==> src/hdl/tbsp_pkg.sv <==
// ----------------------------------------------------------------------------
// tbsp_pkg
// Shared types and constants of the 10-bit sample packer.
// ----------------------------------------------------------------------------
`default_nettype none

package tbsp_pkg;

    localparam int DATA_W     = 16;   // data_in / data_out width
    localparam int ACC_W      = 17;   // bit accumulator width
    localparam int HELD_W     = 5;    // valid bit count width
    localparam int POS_W      = 5;    // block position width
    localparam int SAMPLE_W   = 10;   // bits per sample
    localparam int SAMPLE_LSB = 6;    // sample sits in bits 15..6
    localparam int BYTE_W     = 8;

    // Direction register codes
    localparam logic DIR_PACK   = 1'b0;
    localparam logic DIR_UNPACK = 1'b1;

    // Gearbox state carried from item to item
    typedef struct packed {
        logic [ACC_W-1:0]  acc;
        logic [HELD_W-1:0] held;
        logic [POS_W-1:0]  pos;
    } gear_state_t;

    // Up to two result beats caused by one input item
    typedef struct packed {
        logic [DATA_W-1:0] data0;
        logic              last0;
        logic [DATA_W-1:0] data1;
        logic              last1;
        logic              has0;   // at least one result
        logic              has1;   // a second result
    } result_pair_t;

endpackage

`default_nettype wire

==> src/hdl/ten_bit_sample_packer.sv <==
// ----------------------------------------------------------------------------
// ten_bit_sample_packer
// Bidirectional gearbox between 10-bit samples and an LSB-first byte stream.
// ----------------------------------------------------------------------------
// An input beat is registered, run through the combinational step logic,
// and its zero, one or two result beats land in a result register pair
// that drains one beat per cycle while the receiver is ready. An item with
// two results holds the output until both beats are out, so the sustained
// rate is one item per cycle only while each item gives at most one result
// and the receiver is ready; the single output channel sets that figure.
// Write the direction register only while no beats are in flight; any
// write to it starts a new block.
`default_nettype none

module ten_bit_sample_packer #(
    parameter int BLOCK_SAMPLES = 24
) (
    input  wire logic        clk,
    input  wire logic        rst_n,

    // input stream
    input  wire logic        s_axis_tvalid,
    output logic             s_axis_tready,
    input  wire logic [15:0] s_axis_tdata,   // [15:0] data_in
    input  wire logic        s_axis_tlast,   // end_of_block

    // result stream
    output logic             m_axis_tvalid,
    input  wire logic        m_axis_tready,
    output logic [15:0]      m_axis_tdata,   // [15:0] data_out
    output logic             m_axis_tlast,   // last

    // register port
    input  wire logic        psel,
    input  wire logic        penable,
    input  wire logic        pwrite,
    input  wire logic [2:0]  paddr,
    input  wire logic [31:0] pwdata,
    output logic [31:0]      prdata,
    output logic             pready
);
    import tbsp_pkg::*;

    logic                 direction_reg;
    logic                 cfg_write;

    logic                 in_valid_reg;
    logic [DATA_W-1:0]    in_data_reg;
    logic                 in_last_reg;

    gear_state_t          state_reg;
    gear_state_t          state_next;
    result_pair_t         step_results;

    result_pair_t         pair_reg;
    logic                 pair_valid_reg;
    logic                 pair_idx_reg;
    logic                 pair_done;
    logic                 pair_free;
    logic                 process;

    // ---- register port ----
    assign pready    = 1'b1;
    assign cfg_write = psel && penable && pwrite && pready && (paddr[2] == 1'b0);
    assign prdata    = (paddr[2] == 1'b0) ? {31'd0, direction_reg} : 32'd0;

    always_ff @(posedge clk or negedge rst_n)
    begin
        if (!rst_n)
        begin
            direction_reg <= DIR_PACK;
        end
        else if (cfg_write)
        begin
            direction_reg <= pwdata[0];
        end
    end

    // ---- handshake control ----
    assign pair_done     = m_axis_tvalid && m_axis_tready && (!pair_reg.has1 || pair_idx_reg);
    assign pair_free     = !pair_valid_reg || pair_done;
    assign process       = in_valid_reg && pair_free;
    assign s_axis_tready = !in_valid_reg || process;

    // ---- input register ----
    always_ff @(posedge clk or negedge rst_n)
    begin
        if (!rst_n)
        begin
            in_valid_reg <= 1'b0;
        end
        else if (s_axis_tready)
        begin
            in_valid_reg <= s_axis_tvalid;
        end
    end

    always_ff @(posedge clk)
    begin
        if (s_axis_tready && s_axis_tvalid)
        begin
            in_data_reg <= s_axis_tdata;
            in_last_reg <= s_axis_tlast;
        end
    end

    // ---- step logic ----
    tbsp_step #(
        .BLOCK_SAMPLES (BLOCK_SAMPLES)
    ) u_step (
        .direction    (direction_reg),
        .state_cur    (state_reg),
        .data_in      (in_data_reg),
        .end_of_block (in_last_reg),
        .state_next   (state_next),
        .results      (step_results)
    );

    // gearbox state; a direction write starts a new block
    always_ff @(posedge clk or negedge rst_n)
    begin
        if (!rst_n)
        begin
            state_reg <= '0;
        end
        else if (cfg_write)
        begin
            state_reg <= '0;
        end
        else if (process)
        begin
            state_reg <= state_next;
        end
    end

    // ---- result register pair ----
    always_ff @(posedge clk or negedge rst_n)
    begin
        if (!rst_n)
        begin
            pair_valid_reg <= 1'b0;
            pair_idx_reg   <= 1'b0;
        end
        else if (process)
        begin
            pair_valid_reg <= step_results.has0;
            pair_idx_reg   <= 1'b0;
        end
        else if (pair_done)
        begin
            pair_valid_reg <= 1'b0;
            pair_idx_reg   <= 1'b0;
        end
        else if (m_axis_tvalid && m_axis_tready)
        begin
            pair_idx_reg <= 1'b1;
        end
    end

    always_ff @(posedge clk)
    begin
        if (process)
        begin
            pair_reg <= step_results;
        end
    end

    // ---- output beat select ----
    assign m_axis_tvalid = pair_valid_reg;
    assign m_axis_tdata  = pair_idx_reg ? pair_reg.data1 : pair_reg.data0;
    assign m_axis_tlast  = pair_idx_reg ? pair_reg.last1 : pair_reg.last0;

endmodule

`default_nettype wire

==> src/hdl/tbsp_step.sv <==
// ----------------------------------------------------------------------------
// tbsp_step
// Combinational step of the gearbox: one input item against the current
// state gives the next state and up to two result beats.
// ----------------------------------------------------------------------------
`default_nettype none

module tbsp_step #(
    parameter int BLOCK_SAMPLES = 24
) (
    input  wire logic                         direction,
    input  wire tbsp_pkg::gear_state_t        state_cur,
    input  wire logic [tbsp_pkg::DATA_W-1:0]  data_in,
    input  wire logic                         end_of_block,
    output tbsp_pkg::gear_state_t             state_next,
    output tbsp_pkg::result_pair_t            results
);
    import tbsp_pkg::*;

    localparam logic [POS_W-1:0] BLOCK_POS = POS_W'(BLOCK_SAMPLES);

    logic [2:0]          pk_shift;
    logic [ACC_W-1:0]    pk_acc;
    logic [HELD_W-1:0]   pk_held;
    logic [ACC_W-1:0]    pk_rem;
    logic [HELD_W-1:0]   pk_rem_held;
    logic                pk_two;
    logic [POS_W-1:0]    pos_inc;
    logic                pk_end;

    logic [3:0]          up_shift;
    logic [ACC_W-1:0]    up_acc;
    logic [HELD_W-1:0]   up_held;
    logic                up_emit;
    logic [ACC_W-1:0]    up_rem;
    logic [HELD_W-1:0]   up_rem_held;
    logic                up_end_cnt;
    logic                up_frag;
    logic                up_end;

    always_comb
    begin
        pos_inc = state_cur.pos + POS_W'(1);

        // ---- pack: append sample, emit whole bytes ----
        pk_shift = state_cur.held[2:0];
        pk_acc   = state_cur.acc
                 | (ACC_W'(data_in[DATA_W-1:SAMPLE_LSB]) << pk_shift);
        pk_held  = HELD_W'(pk_shift) + HELD_W'(SAMPLE_W);
        pk_two   = (pk_held >= HELD_W'(2 * BYTE_W));
        if (pk_two)
        begin
            pk_rem      = pk_acc >> (2 * BYTE_W);
            pk_rem_held = pk_held - HELD_W'(2 * BYTE_W);
        end
        else
        begin
            pk_rem      = pk_acc >> BYTE_W;
            pk_rem_held = pk_held - HELD_W'(BYTE_W);
        end
        pk_end = end_of_block || (pos_inc >= BLOCK_POS);

        // ---- unpack: append byte, emit a sample per 10 bits ----
        up_shift = (state_cur.held > HELD_W'(9)) ? 4'd9 : state_cur.held[3:0];
        up_acc   = state_cur.acc | (ACC_W'(data_in[BYTE_W-1:0]) << up_shift);
        up_held  = HELD_W'(up_shift) + HELD_W'(BYTE_W);
        up_emit  = (up_held >= HELD_W'(SAMPLE_W));
        if (up_emit)
        begin
            up_rem      = up_acc >> SAMPLE_W;
            up_rem_held = up_held - HELD_W'(SAMPLE_W);
            up_end_cnt  = (pos_inc >= BLOCK_POS);
        end
        else
        begin
            up_rem      = up_acc;
            up_rem_held = up_held;
            up_end_cnt  = 1'b0;
        end
        up_frag = !up_end_cnt && end_of_block && (up_rem_held != '0);
        up_end  = up_end_cnt || end_of_block;

        // ---- result and state selection ----
        results    = '0;
        state_next = state_cur;
        if (direction == DIR_PACK)
        begin
            results.has0  = 1'b1;
            results.data0 = DATA_W'(pk_acc[BYTE_W-1:0]);
            if (pk_two)
            begin
                results.has1  = 1'b1;
                results.data1 = DATA_W'(pk_acc[2*BYTE_W-1:BYTE_W]);
            end
            else if (pk_end && (pk_rem_held != '0))
            begin
                // flush the partial byte, zero padded
                results.has1  = 1'b1;
                results.data1 = DATA_W'(pk_rem[BYTE_W-1:0]);
            end
            results.last0 = pk_end && !results.has1;
            results.last1 = pk_end && results.has1;
            if (pk_end)
            begin
                state_next = '0;
            end
            else
            begin
                state_next.acc  = pk_rem;
                state_next.held = pk_rem_held;
                state_next.pos  = pos_inc;
            end
        end
        else
        begin
            if (up_emit)
            begin
                results.has0  = 1'b1;
                results.data0 = {up_acc[SAMPLE_W-1:0], SAMPLE_LSB'(0)};
                if (up_frag)
                begin
                    results.has1  = 1'b1;
                    results.data1 = {up_rem[SAMPLE_W-1:0], SAMPLE_LSB'(0)};
                end
            end
            else if (up_frag)
            begin
                results.has0  = 1'b1;
                results.data0 = {up_rem[SAMPLE_W-1:0], SAMPLE_LSB'(0)};
            end
            results.last0 = up_end && results.has0 && !results.has1;
            results.last1 = up_end && results.has1;
            if (up_end)
            begin
                state_next = '0;
            end
            else
            begin
                state_next.acc  = up_rem;
                state_next.held = up_rem_held;
                state_next.pos  = up_emit ? pos_inc : state_cur.pos;
            end
        end
    end

endmodule

`default_nettype wire

==> config.mk <==
export PLATFORM = sky130hd
export DESIGN_NAME = ten_bit_sample_packer
export DESIGN_NICKNAME = d
export VERILOG_FILES = /design/src/hdl/tbsp_pkg.sv /design/src/hdl/ten_bit_sample_packer.sv /design/src/hdl/tbsp_step.sv
export SDC_FILE = /design/constraint.sdc
export NUM_CORES = 1
export LEC_CHECK = 0
export BUFFER_PORTS_ARGS = -buffer_cell sky130_fd_sc_hd__buf_2
export CORE_MARGIN = 2
export CORE_UTILIZATION = 30
export DETAILED_ROUTE_END_ITERATION = 12
export PLACE_DENSITY_LB_ADDON = 0.05
export SETUP_SLACK_MARGIN = 0.2
export SLEW_MARGIN = 20
export SYNTH_ARGS = -nofsm -noshare
export SYNTH_HDL_FRONTEND = slang
export SYNTH_SLANG_ARGS = --single-unit
==> constraint.sdc <==
create_clock -name clk -period 9.5 [get_ports clk]
set_clock_uncertainty 0.05 [all_clocks]
set_input_delay 1.9 -clock clk [delete_from_list [all_inputs] [get_ports clk]]
set_output_delay 1.9 -clock clk [all_outputs]
set_load 0.01 [all_outputs]
Word level (Yosys, flattened, before mapping)
Cells that the tools add are included.
{ "classes": {"shifts": 2, "muxes": 34, "addsub": 6, "n_lt_le_gt_ge": 4, "n_eq_ne": 1, "reduce_logical": 32, "bitwise_logic": 3} }
{ "op_table": {"columns": ["operator", "n"], "rows": [
  ["27-bit two-way mux", 5],
  ["16-bit two-way mux", 5],
  ["17-bit bitwise OR", 2],
  ["28-bit two-way mux", 1],
  ["17-bit two-way mux", 1],
  ["10-bit by 3-bit left shift with 17-bit output", 1],
  ["8-bit by 4-bit left shift with 17-bit output", 1],
  ["1-bit two-way mux", 16],
  ["1-bit logical AND", 15],
  ["5-bit two-way mux", 3],
  ["5-bit >= comparator (second input constant)", 2],
  ["5-bit nonzero test", 2],
  ["5-bit by 4-bit subtractor with 5-bit output (second input constant)", 2],
  ["9-bit two-way mux", 1],
  ["8-bit two-way mux", 1],
  ["1-bit logical NOT", 6],
  ["3-bit by 4-bit adder with 5-bit output (second input constant)", 1],
  ["4-bit by 4-bit adder with 5-bit output (second input constant)", 1],
  ["5-bit by 1-bit adder with 5-bit output (second input constant)", 1],
  ["5-bit by 4-bit >= comparator with 1-bit output (second input constant)", 1],
  ["5-bit by 4-bit > comparator with 1-bit output (second input constant)", 1],
  ["1-bit logical OR", 5],
  ["5-bit subtractor (second input constant)", 1],
  ["4-bit two-way mux", 1],
  ["other kinds (5)", 6]
]} }
{ "totals": {"elab_cells": 97, "output_inout_bits": 52, "in_bits": 59, "reg_bits": 83} }

Depth between registers and ports, before layout
Gate-level depths: netlist of the first run.
{ "depth": {"ltp_word": 15, "depth_mapped": 15, "depth_no_buf": 13} }

Modules after synthesis
Synthesis of the first run repeated with hierarchy kept, for this count alone.
{ "unflattened": {"hier_cells": 592, "hier_area_um2": 5700.5} }
{ "by_module_without_submodules": {"columns": ["mod", "seq_area_each_um2", "area_per_inst_um2", "instances", "cells_each"], "rows": [
  ["ten_bit_sample_packer", 2337.2, 3458.3, 1, 243],
  ["tbsp_step", 0.0, 2242.2, 1, 349]
]} }

Worst setup path before layout of the first run
OpenSTA, ideal clock, no wires.
{ "synth_path": {"path_type": "input -> register", "startpoint": "input m_axis_tready", "endpoint": "register state_reg[9] (netlist bit)", "t_required_ns": 9.324, "path_slack_ns": 4.823, "cell_stages": 7, "t_arrival_ns": 4.501, "path_buffers": 2, "setup_time_ns": 0.126, "path_cell_list": "a21boi_1 -> nor2_1 -> nor2b_1 -> buf_2 -> buf_2 -> a221oi_1 -> nor2_1"} }
{ "synth_between": {"elab_chain_cells": 5} }
{ "synth_rtl": {"columns": ["element", "line", "text"], "rows": [
  ["start: declaration", "ten_bit_sample_packer.sv:29", "input wire logic m_axis_tready,"],
  ["1-bit logical AND (2 in series)", "ten_bit_sample_packer.sv:80", "assign pair_done = m_axis_tvalid && m_axis_tready && (!pair_reg.has1 || pair_idx_reg);"],
  ["1-bit logical OR", "ten_bit_sample_packer.sv:81", "assign pair_free = !pair_valid_reg || pair_done;"],
  ["1-bit logical AND", "ten_bit_sample_packer.sv:82", "assign process = in_valid_reg && pair_free;"],
  ["named net process", "ten_bit_sample_packer.sv:60", "logic process;"],
  ["2-bit nonzero test (no source line)", null, null],
  ["end signal: assignment", "ten_bit_sample_packer.sv:132", "state_reg <= state_next;"],
  ["end: declaration", "ten_bit_sample_packer.sv:51", "gear_state_t state_reg;"]
]} }
The timed path passes the listed nets, and every way through them passes these cells.
A chain may end at the register's enable or synchronous reset.

Final worst setup path of the first run
{ "layout_path": {"startpoint": "input m_axis_tready", "endpoint": "output s_axis_tready"} }
{ "layout_between": {"elab_chain_cells": 5} }
{ "layout_rtl": {"columns": ["element", "line", "text"], "rows": [
  ["1-bit logical AND (2 in series)", "ten_bit_sample_packer.sv:80", null],
  ["1-bit logical OR", "ten_bit_sample_packer.sv:81", null],
  ["1-bit logical AND", "ten_bit_sample_packer.sv:82", null],
  ["1-bit logical OR", "ten_bit_sample_packer.sv:83", "assign s_axis_tready = !in_valid_reg || process;"],
  ["end: declaration", "ten_bit_sample_packer.sv:23", "output logic s_axis_tready,"]
]} }
No other way between the ends.

==> out/results.tsv, run 1 <==
metric	value	unit
status	finished, final reports clean	
TNS Setup	0	ns
RSZ-0062 raised after global routing	no	
HPWL Detailed	10100	µm
clock slew at reported path FFs	0.06	ns
total routed wirelength	14100	µm
Die ar.	17900	µm²
DP Cell Count	730	
clk root buf	clkbuf_16	
overflow left after global routing	0	
Initial Utilization	0.306	
CP Launch Type	input pin	
Synth area leaders	edfxtp_1 (31%), dfrtp_1 (15%), mux2_2 (5.6%), buf_4 (4.8%), nor2_1 (4.7%)	
Max Cap Violations	0	
sw frac	0.442	
area leader, netlist	edfxtp_1	
DR vias	3774	
hold_buf cts	0	
multi-input gate area in the final layout	2440	µm²
Period minus WS final	4.61	ns
antenna viol nets, final	0	
initial antenna violation count	0	
vias in the first global route	3745	
area delta synth->final	13.2	%
DR vias/cell	5.06	
IO Port Bufs	45	
pwr dens	391	nW/µm²
CTS Buffer Depth	2	
CP Capture Type	output pin	
max_slew headroom	0.335	
async set-reset flop share out of synthesis	0.373	
CTS resizes	0	
HP Class	reg -> reg	
Most used DFF post-synth	edfxtp_1	
Seq pwr share	0.293	
Die Y	134	µm
LEAKAGE	2.25	nW
Post-Syn Instances	482	
Netlist Area Pre-Place	5050	µm²
Comb pwr share	0.512	
TritonCTS clock tree	built	
CTS Buf Count	9	
Final Slew Violations	0	
DR pass1 iterations	4	
CTS sink cnt	83	
first-pass GRT wire length	22300	µm
largest net degree at the start of global routing	39	
post-synthesis cell type count	78	
fin cells	746	
Clock power frac	0.195	
fillers	1683	
mux contribution to synthesized area	0.0899	
Mean Syn Cell Area	10.5	µm²
Finish-stage setup viols	0	
Reg area	2340	µm²
Die X-Extent	134	µm
Synth top area share	0.309	
Arrival @ worst endpoint	2.66	ns
sequential area share after synthesis	0.463	
Nets	588	
flip-flop count of the largest register after layout	35	
Tot GR Track Use	0.163	
H-tree depth	3	
ANT cells	0	
NetSw	990	µW
Post-synth EDFFs	52	
peak supply drop	114	µV
initial DRC count	259	
post-synthesis xor/xnor area fraction	0.00173	
DR DRC count	0	
GP Congestion	0.889	
largest family of logic cells by synthesized area	compound AO/OA/AOI/OAI gates	
Yosys reg bits	83	
Synth Area in Compound Gates	0.206	
Fin. Hold Viols	0	
worst slew pin tran	0.992	ns
Yosys warning total	0	
synthesized-area fraction occupied by adder cells	0.0198	
critical path peak fanout	4	
fmax	217	MHz
critical path class	in -> out	
Ports	111	
Hold WS	0.484	ns
clock latency at the later pin of the worst-skew pair	0.35	ns
Cell Int Power	1.25	mW
# rows	47	
core area	16500	µm²
Critical Path RT	7.55	ns
postcts setup bufs	0	
Wirelength per Cell	19.0	µm
fin crit share	0.485	
post-synthesis simple-gate area fraction	0.138	
share of layout cells above drive strength 1	0.234	
==> cells in the final DEF, fill, tap and decap left out, drive strengths merged, types with 3 or more instances in the layout <==
cell type  instances
a21boi             5
inv               11
ha                 8
nand3              5
nor2b              5
conb              35
clkbuf            10
o31ai              5
o21ai             24
a221oi             7
a31oi              8
a211oi            13
buf               50
edfxtp            52
and2               8
o22ai              7
nor3               8
and3               4
nand2             30
mux2              26
nand4b             3
a21oi             36
nand2b             8
dfrtp             31
nor2              65
mux2i             15
bufinv             4
a21o               4
o21a               3
==> critical path, stage by stage <==
cell	delay (ns)
buf_2	0.10
a21boi_1	0.34
nand2_1	0.15
buf_2	0.17
==> per-stage QoR <==
step	utilization	setup slack [ns]	total power [mW]	instance area, µm²
global placement	0.324	4.88	1.80	5360
detailed placement	0.324	4.88	1.80	5360
floorplan	-	4.82	1.48	5180
CTS	0.346	4.88	2.25	5720
finish	0.346	4.89	2.24	5720
global route	0.346	4.80	2.39	5720
==> area by class of cell <==
class | instances | share of cell area
multi-input cells | 366 | 0.426
flip-flops and latches | 83 | 0.408
well taps | 220 | 0.0481
repair buffers | 50 | 0.0459
clock buffers | 10 | 0.0400
clock inverters | 6 | 0.0241
inverters | 11 | 0.00722
==> final timing paths <==
check / from / endpoint / slack, ns / cells past startpoint
max: m_axis_tready / s_axis_tready / 4.89 / 4
min: state_reg[11] / state_reg[11] / 0.48 / 1
max reg2reg: state_reg[6] / pair_reg[19] / 5.30 / 12
min reg2reg: state_reg[11] / state_reg[11] / 0.48 / 1
max in group asynchronous: rst_n / state_reg[20] / 7.28 / 1
min in group asynchronous: rst_n / direction_reg / 1.60 / 1
==> cell usage after synthesis, drive strengths merged, types with 3 or more instances <==
cell    count
o22ai       7
a31oi       8
a21boi      5
ha          8
a21o        4
nor3        8
mux2       26
mux2i      15
a221oi      7
nand4b      3
o21ai      24
nand2b      8
a211oi     13
nor2       65
nand3       5
nand2      30
clkbuf     10
inv        11
a21oi      36
o31ai       5
nor2b       5
dfrtp      31
and3        4
buf        45
o21a        3
edfxtp     52
and2        8
==> power groups by stage <==
stage / sequential, mW / clock [mW] / combinational (mW)
finish: 0.656 / 0.436 / 1.15
global route: 0.676 / 0.459 / 1.26
CTS: 0.659 / 0.447 / 1.14
detailed placement: 0.666 / 0 / 1.14
global placement: 0.660 / 0 / 1.15
floorplan: 0.609 / 0 / 0.868
==> cell families (layout without fill, tap and decap cells) <==
family | count (synthesis) | in the layout
AO/OA/AOI/OAI | 137 | 137
XOR/XNOR | 1 | 1
adder cells (fa/ha/maj) | 8 | 8
buffers and inverters | 66 | 77
flip-flops | 83 | 83
multiplexers | 41 | 41
other | 2 | 35
AND/OR/NAND/NOR | 144 | 144
==> layer usage <==
layer  vias to the layer above  global-route usage  share of wire
li1                       1787                   -              -
met1                      1844               0.232           0.49
met2                       116               0.240           0.44
met3                        25              0.0302          0.046
met4                         2              0.0715          0.023
met5                         -              0.0167         0.0024
No activity file was read; power rests on OpenSTA's default activity.
==> inputs of run 2 (changes only) <==
clock period = 4.4 ns   (was 9.5 ns; I/O delays follow)
==> run 2 against run 1 <==
Effect of this change: hold slack worse by 0.0082 ns; global-route usage is 0.15 points lower; sequential cell count stayed put; clock-buffer cell count is 1 lower; die area stayed put; non-clock buffer count is 9 higher; via count is 1.1% higher; combinational power is 120% higher; critical endpoint is now state_reg[3]; largest cell class unchanged; largest power group unchanged.
==> out/results.tsv, run 2 (synthesis gave the netlist of run 1 again) <==
metric	value	unit
fin cells	755	
initial antenna violation count	0	
H-tree depth	3	
Placement Cell Area	5420	µm²
TritonCTS clock tree	built	
core area	16500	µm²
DR vias	3817	
CTS sink cnt	83	
IO Port Bufs	45	
max_slew headroom	0.449	
first-pass GRT wire length	21900	µm
clk root buf	clkbuf_16	
Tot Pwr	4.73	mW
critical path class	reg -> reg	
DR pass1 iterations	6	
commonest non-fill, non-tap cells in the layout	nor2_1 (62), edfxtp_1 (52), buf_2 (45)	
postcts setup bufs	0	
largest net degree at the start of global routing	37	
Finish-stage setup viols	0	
hold_buf cts	0	
Hold WS	0.476	ns
CTS Buf Count	9	
clock slew at reported path FFs	0.06	ns
Initial Utilization	0.306	
DP Cell Count	739	
register-to-register setup slack	0.97	ns
Ports	111	
CTS resizes	0	
initial DRC count	314	
vias in the first global route	3592	
GP Congestion	0.842	
Final Slew Violations	0	
TNS Setup	0	ns
Die X-Extent	134	µm
CTS Buffer Depth	2	
# rows	47	
Hold Path Origin	state_reg[23]	
DR vias/cell	5.06	
Die ar.	17900	µm²
status	finished, final reports clean	
total routed wirelength	14000	µm
DR DRC count	0	
flip-flop count of the largest register after layout	35	
Period minus WS final	3.43	ns
pwr dens	826	nW/µm²
most common cell after layout, fill and taps aside	nor2_1	
Fin. Hold Viols	0	
Crit Reg-Reg Startpoint	state_reg[6]	
post-route cell area	5720	µm²
critical path peak fanout	16	
antenna viol nets, final	0	
fin crit share	0.780	
reg2reg path depth	12	
HPWL Detailed	10200	µm
Nets	597	
final core occ	0.346	
Setup WS pre-CTS	1.01	ns
peak supply drop	224	µV
Die Y	134	µm
HP Class	reg -> reg	
Arrival @ worst endpoint	3.62	ns
CP Launch Point	state_reg[6]	
CP Capture Type	flop	
LEAKAGE	2.26	nW
CP Launch Type	flop	
Wirelength per Cell	18.5	µm
overflow left after global routing	0	
share of layout cells above drive strength 1	0.249	
RSZ-0062 raised after global routing	no	
Tot GR Track Use	0.161	
Final WS setup	0.970	ns
fmax	292	MHz
clock latency at the later pin of the worst-skew pair	0.34	ns
Worst Hold Depth	1	
area delta synth->final	13.3	%
ANT cells	0	
Critical Path RT	4.59	ns
Max Cap Violations	0	
worst slew pin tran	0.827	ns
[run 2: layout make-up]
| class | instances | area [µm²] |
|---|---|---|
| Clock buffer | 9 | 225 |
| Clock inverter | 7 | 76.3 |
| Fill cell | 1686 | 10800 |
| Inverter | 11 | 41.3 |
| Multi-Input combinational cell | 366 | 2440 |
| Sequential cell | 83 | 2340 |
| Tap cell | 220 | 275 |
| Timing Repair Buffer | 59 | 330 |
[run 2: final timing paths]
path                                 end
max in group asynchronous  state_reg[11]
setup reg to reg            state_reg[3]
setup / recovery            state_reg[3]
min in group asynchronous  direction_reg
hold reg to reg            state_reg[23]
hold / removal             state_reg[23]
[run 2: routing by layer]
| layer | vias to the layer above | track usage | share of wire |
|---|---|---|---|
| met5 | - | 0 | 0 |
| met1 | 1836 | 0.236 | 0.49 |
| li1 | 1816 | - | - |
| met2 | 143 | 0.235 | 0.43 |
| met4 | 0 | 0.0520 | 0.018 |
| met3 | 22 | 0.0363 | 0.054 |
[run 2: power breakdown]
group          internal [mW]  switching, mW  total (mW)
clock                  0.445          0.337       0.782
sequential              1.18          0.190        1.37
combinational          0.953           1.63        2.58
[run 2: worst max-delay path, cell delays in order, from the launching register on]
cell      delay, ns
dfrtp_1        0.75
inv_2          0.07
ha_1           0.25
nand2b_4       0.09
a211oi_4       0.06
inv_2          0.17
ha_1           0.18
ha_1           0.39
o21a_4         0.37
nand2_1        0.11
a21boi_1       0.46
nand2_1        0.13
o31ai_1        0.22
